<file path="src/design/sitoa_pkg.sv">
package sitoa_pkg;

  localparam int BinW      = 32;
  localparam int NumDigits = 10;
  localparam int BcdW      = 4 * NumDigits;
  localparam int StepW     = $clog2(BinW);
  localparam int DigCntW   = $clog2(NumDigits + 1);

  localparam logic [7:0] CHAR_ZERO  = 8'd48;
  localparam logic [7:0] CHAR_MINUS = 8'd45;

  // controller to datapath
  typedef struct packed {
    logic load;        // capture input value, form magnitude, clear bcd
    logic conv_step;   // one shift-add-3 step
    logic shift_digit; // drop the top digit
    logic sel_minus;   // output character is the sign
  } sitoa_cmd_t;

  // datapath to controller
  typedef struct packed {
    logic neg;
    logic top_zero;
  } sitoa_sts_t;

endpackage

</file>
<file path="src/design/sitoa_dp.sv">
module sitoa_dp
  import sitoa_pkg::*;
(
  input  logic            clk,
  input  logic [BinW-1:0] in_value,
  input  sitoa_cmd_t      cmd,
  output sitoa_sts_t      sts,
  output logic [7:0]      character
);

  logic [BinW-1:0] bin_r, bin_nxt;
  logic [BcdW-1:0] bcd_r, bcd_nxt;
  logic            neg_r, neg_nxt;
  logic [BcdW-1:0] bcd_adj;
  logic [3:0]      top_digit;

  assign top_digit = bcd_r[BcdW-1 -: 4];

  // add 3 to every digit of five or more before the shift
  always_comb begin
    for (int d = 0; d < NumDigits; d++) begin
      if (bcd_r[4*d +: 4] >= 4'd5) begin
        bcd_adj[4*d +: 4] = bcd_r[4*d +: 4] + 4'd3;
      end else begin
        bcd_adj[4*d +: 4] = bcd_r[4*d +: 4];
      end
    end
  end

  always_comb begin
    bin_nxt = bin_r;
    bcd_nxt = bcd_r;
    neg_nxt = neg_r;
    if (cmd.load) begin
      neg_nxt = in_value[BinW-1];
      // unsigned negate, so the most negative value maps onto itself
      bin_nxt = in_value[BinW-1] ? (~in_value + {{(BinW-1){1'b0}}, 1'b1}) : in_value;
      bcd_nxt = '0;
    end else if (cmd.conv_step) begin
      {bcd_nxt, bin_nxt} = {bcd_adj[BcdW-2:0], bin_r, 1'b0};
    end else if (cmd.shift_digit) begin
      bcd_nxt = {bcd_r[BcdW-5:0], 4'd0};
    end
  end

  always_ff @(posedge clk) begin
    bin_r <= bin_nxt;
    bcd_r <= bcd_nxt;
    neg_r <= neg_nxt;
  end

  assign sts.neg      = neg_r;
  assign sts.top_zero = (top_digit == 4'd0);
  assign character    = cmd.sel_minus ? CHAR_MINUS : (CHAR_ZERO + {4'd0, top_digit});

endmodule

</file>
<file path="src/design/sitoa_ctrl.sv">
module sitoa_ctrl
  import sitoa_pkg::*;
(
  input  logic       clk,
  input  logic       rst_n,
  input  logic       in_tvalid,
  output logic       in_tready,
  output logic       out_tvalid,
  input  logic       out_tready,
  output logic       out_tlast,
  output sitoa_cmd_t cmd,
  input  sitoa_sts_t sts
);

  localparam logic [2:0] S_IDLE = 3'd0;
  localparam logic [2:0] S_CONV = 3'd1;
  localparam logic [2:0] S_SKIP = 3'd2;
  localparam logic [2:0] S_SIGN = 3'd3;
  localparam logic [2:0] S_EMIT = 3'd4;

  logic [2:0]         state_r, state_nxt;
  logic [StepW-1:0]   step_r, step_nxt;
  logic [DigCntW-1:0] dig_r, dig_nxt;
  logic               last_dig;

  assign last_dig = (dig_r == DigCntW'(1));

  always_comb begin
    state_nxt = state_r;
    step_nxt  = step_r;
    dig_nxt   = dig_r;
    cmd       = '0;
    in_tready = 1'b0;
    out_tvalid = 1'b0;
    out_tlast  = 1'b0;
    unique case (state_r)
      S_IDLE: begin
        in_tready = 1'b1;
        if (in_tvalid) begin
          cmd.load  = 1'b1;
          step_nxt  = StepW'(BinW - 1);
          dig_nxt   = DigCntW'(NumDigits);
          state_nxt = S_CONV;
        end
      end
      S_CONV: begin
        cmd.conv_step = 1'b1;
        step_nxt = step_r - StepW'(1);
        if (step_r == '0) begin
          state_nxt = S_SKIP;
        end
      end
      S_SKIP: begin
        // strip leading zeros, keep at least one digit
        if (sts.top_zero && !last_dig) begin
          cmd.shift_digit = 1'b1;
          dig_nxt = dig_r - DigCntW'(1);
        end else begin
          state_nxt = sts.neg ? S_SIGN : S_EMIT;
        end
      end
      S_SIGN: begin
        out_tvalid    = 1'b1;
        cmd.sel_minus = 1'b1;
        if (out_tready) begin
          state_nxt = S_EMIT;
        end
      end
      S_EMIT: begin
        out_tvalid = 1'b1;
        out_tlast  = last_dig;
        if (out_tready) begin
          cmd.shift_digit = 1'b1;
          dig_nxt = dig_r - DigCntW'(1);
          if (last_dig) begin
            state_nxt = S_IDLE;
          end
        end
      end
      default: begin
        state_nxt = S_IDLE;
      end
    endcase
  end

  always_ff @(posedge clk) begin
    if (!rst_n) begin
      state_r <= S_IDLE;
      step_r  <= '0;
      dig_r   <= '0;
    end else begin
      state_r <= state_nxt;
      step_r  <= step_nxt;
      dig_r   <= dig_nxt;
    end
  end

endmodule

</file>
<file path="src/design/signed_int_to_decimal_ascii_unit.sv">
// signed 32-bit integer to decimal ascii text
//
// in_*  : one transaction carries one two's complement value in in_tdata.
// out_* : the text follows as a run of transactions, one character each,
//         most significant first; a leading '-' for negative values, no
//         leading zeros, zero gives a single '0'. out_tlast marks the final
//         character of the run.
//
// timing: after acceptance the value runs through 32 shift-add-3 steps of
// the binary to bcd datapath (one step a cycle), then leading zero digits
// are dropped at one a cycle (up to 9), then the 1 to 11 characters leave
// at one a cycle while the receiver does not stall. in_tready is high only
// while the block is idle, so one value is in work at a time.
//
// out_tvalid holds with stable data while out_tready is low; the run
// simply pauses. reset (rst_n low, synchronous) returns the controller to
// idle and drops any run in progress.
module signed_int_to_decimal_ascii_unit
  import sitoa_pkg::*;
(
  input  logic        clk,
  input  logic        rst_n,
  input  logic        in_tvalid,
  output logic        in_tready,
  input  logic [31:0] in_tdata,   // [31:0] value
  output logic        out_tvalid,
  input  logic        out_tready,
  output logic [7:0]  out_tdata,  // [7:0] character
  output logic        out_tlast   // last_char
);

  sitoa_cmd_t cmd;
  sitoa_sts_t sts;

  sitoa_ctrl u_ctrl (
    .clk        (clk),
    .rst_n      (rst_n),
    .in_tvalid  (in_tvalid),
    .in_tready  (in_tready),
    .out_tvalid (out_tvalid),
    .out_tready (out_tready),
    .out_tlast  (out_tlast),
    .cmd        (cmd),
    .sts        (sts)
  );

  sitoa_dp u_dp (
    .clk       (clk),
    .in_value  (in_tdata),
    .cmd       (cmd),
    .sts       (sts),
    .character (out_tdata)
  );

endmodule

</file>
<file path="config.mk">
export PLATFORM = sky130hd
export DESIGN_NAME = signed_int_to_decimal_ascii_unit
export DESIGN_NICKNAME = d
export VERILOG_FILES = /design/src/design/sitoa_pkg.sv /design/src/design/sitoa_dp.sv /design/src/design/sitoa_ctrl.sv /design/src/design/signed_int_to_decimal_ascii_unit.sv
export SDC_FILE = /design/constraint.sdc
export NUM_CORES = 1
export LEC_CHECK = 0
export ABC_AREA = 1
export BUFFER_PORTS_ARGS = -buffer_cell sky130_fd_sc_hd__buf_2
export CELL_PAD_IN_SITES_DETAIL_PLACEMENT = 1
export CELL_PAD_IN_SITES_GLOBAL_PLACEMENT = 1
export CORE_AREA = 2 2 140 142
export CTS_BUF_LIST = sky130_fd_sc_hd__clkbuf_4
export DETAILED_ROUTE_END_ITERATION = 8
export DIE_AREA = 0 0 142 144
export GPL_ROUTABILITY_DRIVEN = 0
export PLACE_DENSITY = 0.68
export RECOVER_POWER = 25
export SLEW_MARGIN = 20
export SYNTH_ARGS = -nofsm -noshare
export SYNTH_HDL_FRONTEND = slang
export SYNTH_SLANG_ARGS = --single-unit
</file>
<file path="constraint.sdc">
create_clock -name clk -period 2.7 [get_ports clk]
set_clock_uncertainty 0.2 [all_clocks]
set_input_delay 0.54 -clock clk [delete_from_list [all_inputs] [get_ports clk]]
set_output_delay 0.54 -clock clk [all_outputs]
set_load 0.02 [all_outputs]
</file>
==> flow_summary_export.csv <==
group,metric,value,unit
setup_path,r2r_slack,0.55,ns
route,firstDrtPassIters,4,
route,wirelength,15000,um
power_and_ir_drop,p_leak,2.66,nW
power_and_ir_drop,power.density,1020,nW/um2
grt,track_usage,15.4,%
clock_tree,postCtsSetupRepairBufs,0,
finish,nets,895,
yosys,ys_warn_count,0,
setup_path,crit_chain,"clkbuf_1, clkbuf_1, o21ai_0, nand2_1, nand2_1, nand3_1, nand2_1",
power_and_ir_drop,vdd_drop_max,0.000316,V
setup_path,cp_slowest_cell,"clkbuf_1",
floorplanning,io_pins,47,
setup_path,start_kind,"primary input",
timing,grt_setup_unrepaired,"false",
floorplanning,start_util,29.2,%
job,drv_cap,0,
route,vias,5278,
floorplanning,coreArea,19100,um2
clock_tree,clkTransAtPathRegs,0.13,ns
route,highest_layer,"met4",
timing,setup-violations-final,0,
clock_tree,cts_hold_buf,0,
yosys,syn_inst,800,
yosys,yosysUniqueCellTypes,31,
floorplanning,die_w,142,um
route,met1Wirelength,7660,um
timing,fin_ws,0.404,ns
clock_tree,cts_buffers,9,
finish,area_delta_synth_final,10.0,%
setup_path,slowest_delay,0.59,ns
clock_tree,clkLatencyLatePin,0.46,ns
setup_path,end_kind,"flop",
clock_tree,numClockSinks,85,
finish,drive_gt1_share,10.1,%
yosys,syn_area_per_cell,6.97,um2
grt,grt_max_degree,41,
clock_tree,cts_htree_levels,3,
grt,grt_pass1_vias,5310,
route,drc,0,
yosys,synth-seq-cells,85,
grt,antenna_found_initial,0,
place,portBuffers,43,
place,preCtsSetupSlack,0.317,ns
timing,max_freq,435,MHz
route,drt_iter0_drc,211,
finish,antenna-diode-count,0,
timing,fin_crit,2.30,ns
route,avgRoutedWirePerCell,14.0,um
setup_path,crit_fanout,16,
grt,grt_pass1_wl,25700,um
route,route.met2.wl,6810,um
clock_tree,cts_resized,0,
min_path,min_path_type,"in2reg",
floorplanning,die-area,20400,um2
clock_tree,cts_tree,"done",
yosys,syn-cell-area,5580,um2
timing,drv_slew,0,
setup_path,critical_path_arrival,2.32,ns
timing,tns,0,ns
clock_tree,clockBufferDepth,2,
route,avgViaCountPerCell,4.90,
timing,slew_headroom,54.3,%
floorplanning,rows,51,
timing,hold_violations,0,
setup_path,crit_top_cell,"nand2_1",
setup_path,cp.required,2.72,ns
grt,grt_overflow,0,
timing,fin_crit_sh,85.1,%
finish,final_cell_mix,"nand2_1, o21ai_0, inv_1",
route,ant_nets,0,
setup_path,crit_type,"in2reg",
clock_tree,clockRootBuffer,"clkbuf_4",
place,dp_hpwl,11000,um
finish,final_common_cell,"nand2_1",
yosys,synth_seq_area_share,36.4,%
floorplanning,dieHeight,144,um
timing,tightest_slew,0.686,ns
route,route.met3.wl,357,um
outcome,status,"complete, no violations",
path summary, 6_finish.rpt:
check	endpoint	startpoint	cells after the start
worst max-delay path	u_dp.bin_r[21]$_DFFE_PP_	in_tdata[31]	7
worst min-delay path	u_ctrl.dig_r[0]$_SDFFE_PN0P_	rst_n	3
worst max register to register	u_ctrl.step_r[0]$_SDFFE_PN0P_	u_ctrl.state_r[0]$_SDFFE_PN0P_	9
worst min register to register	u_ctrl.step_r[4]$_SDFFE_PN0P_	u_ctrl.step_r[4]$_SDFFE_PN0P_	2
through the flow:
step / hold WS [ns] / power [mW] / instances / utilization, % / area (um2)
after detailed placement: 0.263 / 5.59 / 1062 / 31.5 / 6020
after floorplan: 0.239 / 4.76 / 801 / - / 5580
after CTS: 0.137 / 6.37 / 1077 / 32.2 / 6140
final: 0.179 / 6.28 / 1077 / 32.1 / 6130
after global routing: 0.167 / 6.93 / 1077 / 32.1 / 6130
after global placement: 0.255 / 5.50 / 1062 / 31.5 / 6020
registers in the layout, indices dropped and copies added, names as in the netlist:
signal	cells
u_ctrl.dig_r	4
u_dp.neg_r	1
u_dp.bcd_r	40
u_ctrl.state_r	3
u_dp.bin_r	32
u_ctrl.step_r	5
where the power goes:
| part | internal [mW] | switching, mW | leakage, nW |
|---|---|---|---|
| Sequential | 2.04 | 0.390 | 0.753 |
| Combinational | 1.06 | 2.03 | 1.83 |
| Clock | 0.306 | 0.448 | 0.0778 |
| Total | 3.41 | 2.87 | 2.66 |
critical path: cells and delay by family:
| family | cells | cell delay [ns] |
|---|---|---|
| compound gates | 1 | 0.35 |
| buf+inv | 2 | 1.05 |
| simple gates | 4 | 0.35 |
kinds of logic after synthesis:
| kind of cell | share of synthesized area (%) |
|---|---|
| simple gates | 25.7 |
| xor+xnor | 4.71 |
| compound gates | 18.2 |
| fa+ha+maj | 5.39 |
| flops | 36.4 |
| buf+inv | 9.36 |
| other cells | 0.135 |
synthesized netlist by cell type, drive strengths merged:
master | number | area share [%]
conb | 2 | 0.13
buf | 24 | 2.8
nor2 | 56 | 3.9
a31oi | 4 | 0.45
o22ai | 4 | 0.45
nand3 | 74 | 6.7
o211ai | 1 | 0.13
inv | 87 | 5.9
nand4 | 14 | 1.6
clkbuf | 10 | 0.67
xor2 | 24 | 3.8
dfxtp | 52 | 19
ha | 24 | 5.4
o31ai | 2 | 0.27
a21oi | 84 | 7.7
nand2 | 192 | 13
nand3b | 1 | 0.13
xnor2 | 6 | 0.94
and2 | 1 | 0.11
o21ai | 101 | 9.1
a22oi | 1 | 0.13
edfxtp | 33 | 18
or2 | 3 | 0.34
layer usage:
layer	vias to the layer above	GRT usage, %
met4	0	4.37
li1	2724	-
met1	2474	20.6
met2	64	25.6
met5	-	0
met3	16	2.78
area by class of cell:
cell class,instances,area (um2)
Clock buffer,12,90.1
Clock inverter,3,37.5
Fill cell,2442,12900
Inverter,87,327
Multi-Input combinational cell,595,3030
Sequential cell,85,2030
Tap cell,238,298
Timing Repair Buffer,57,322
No activity file was read; power rests on OpenSTA's default activity.
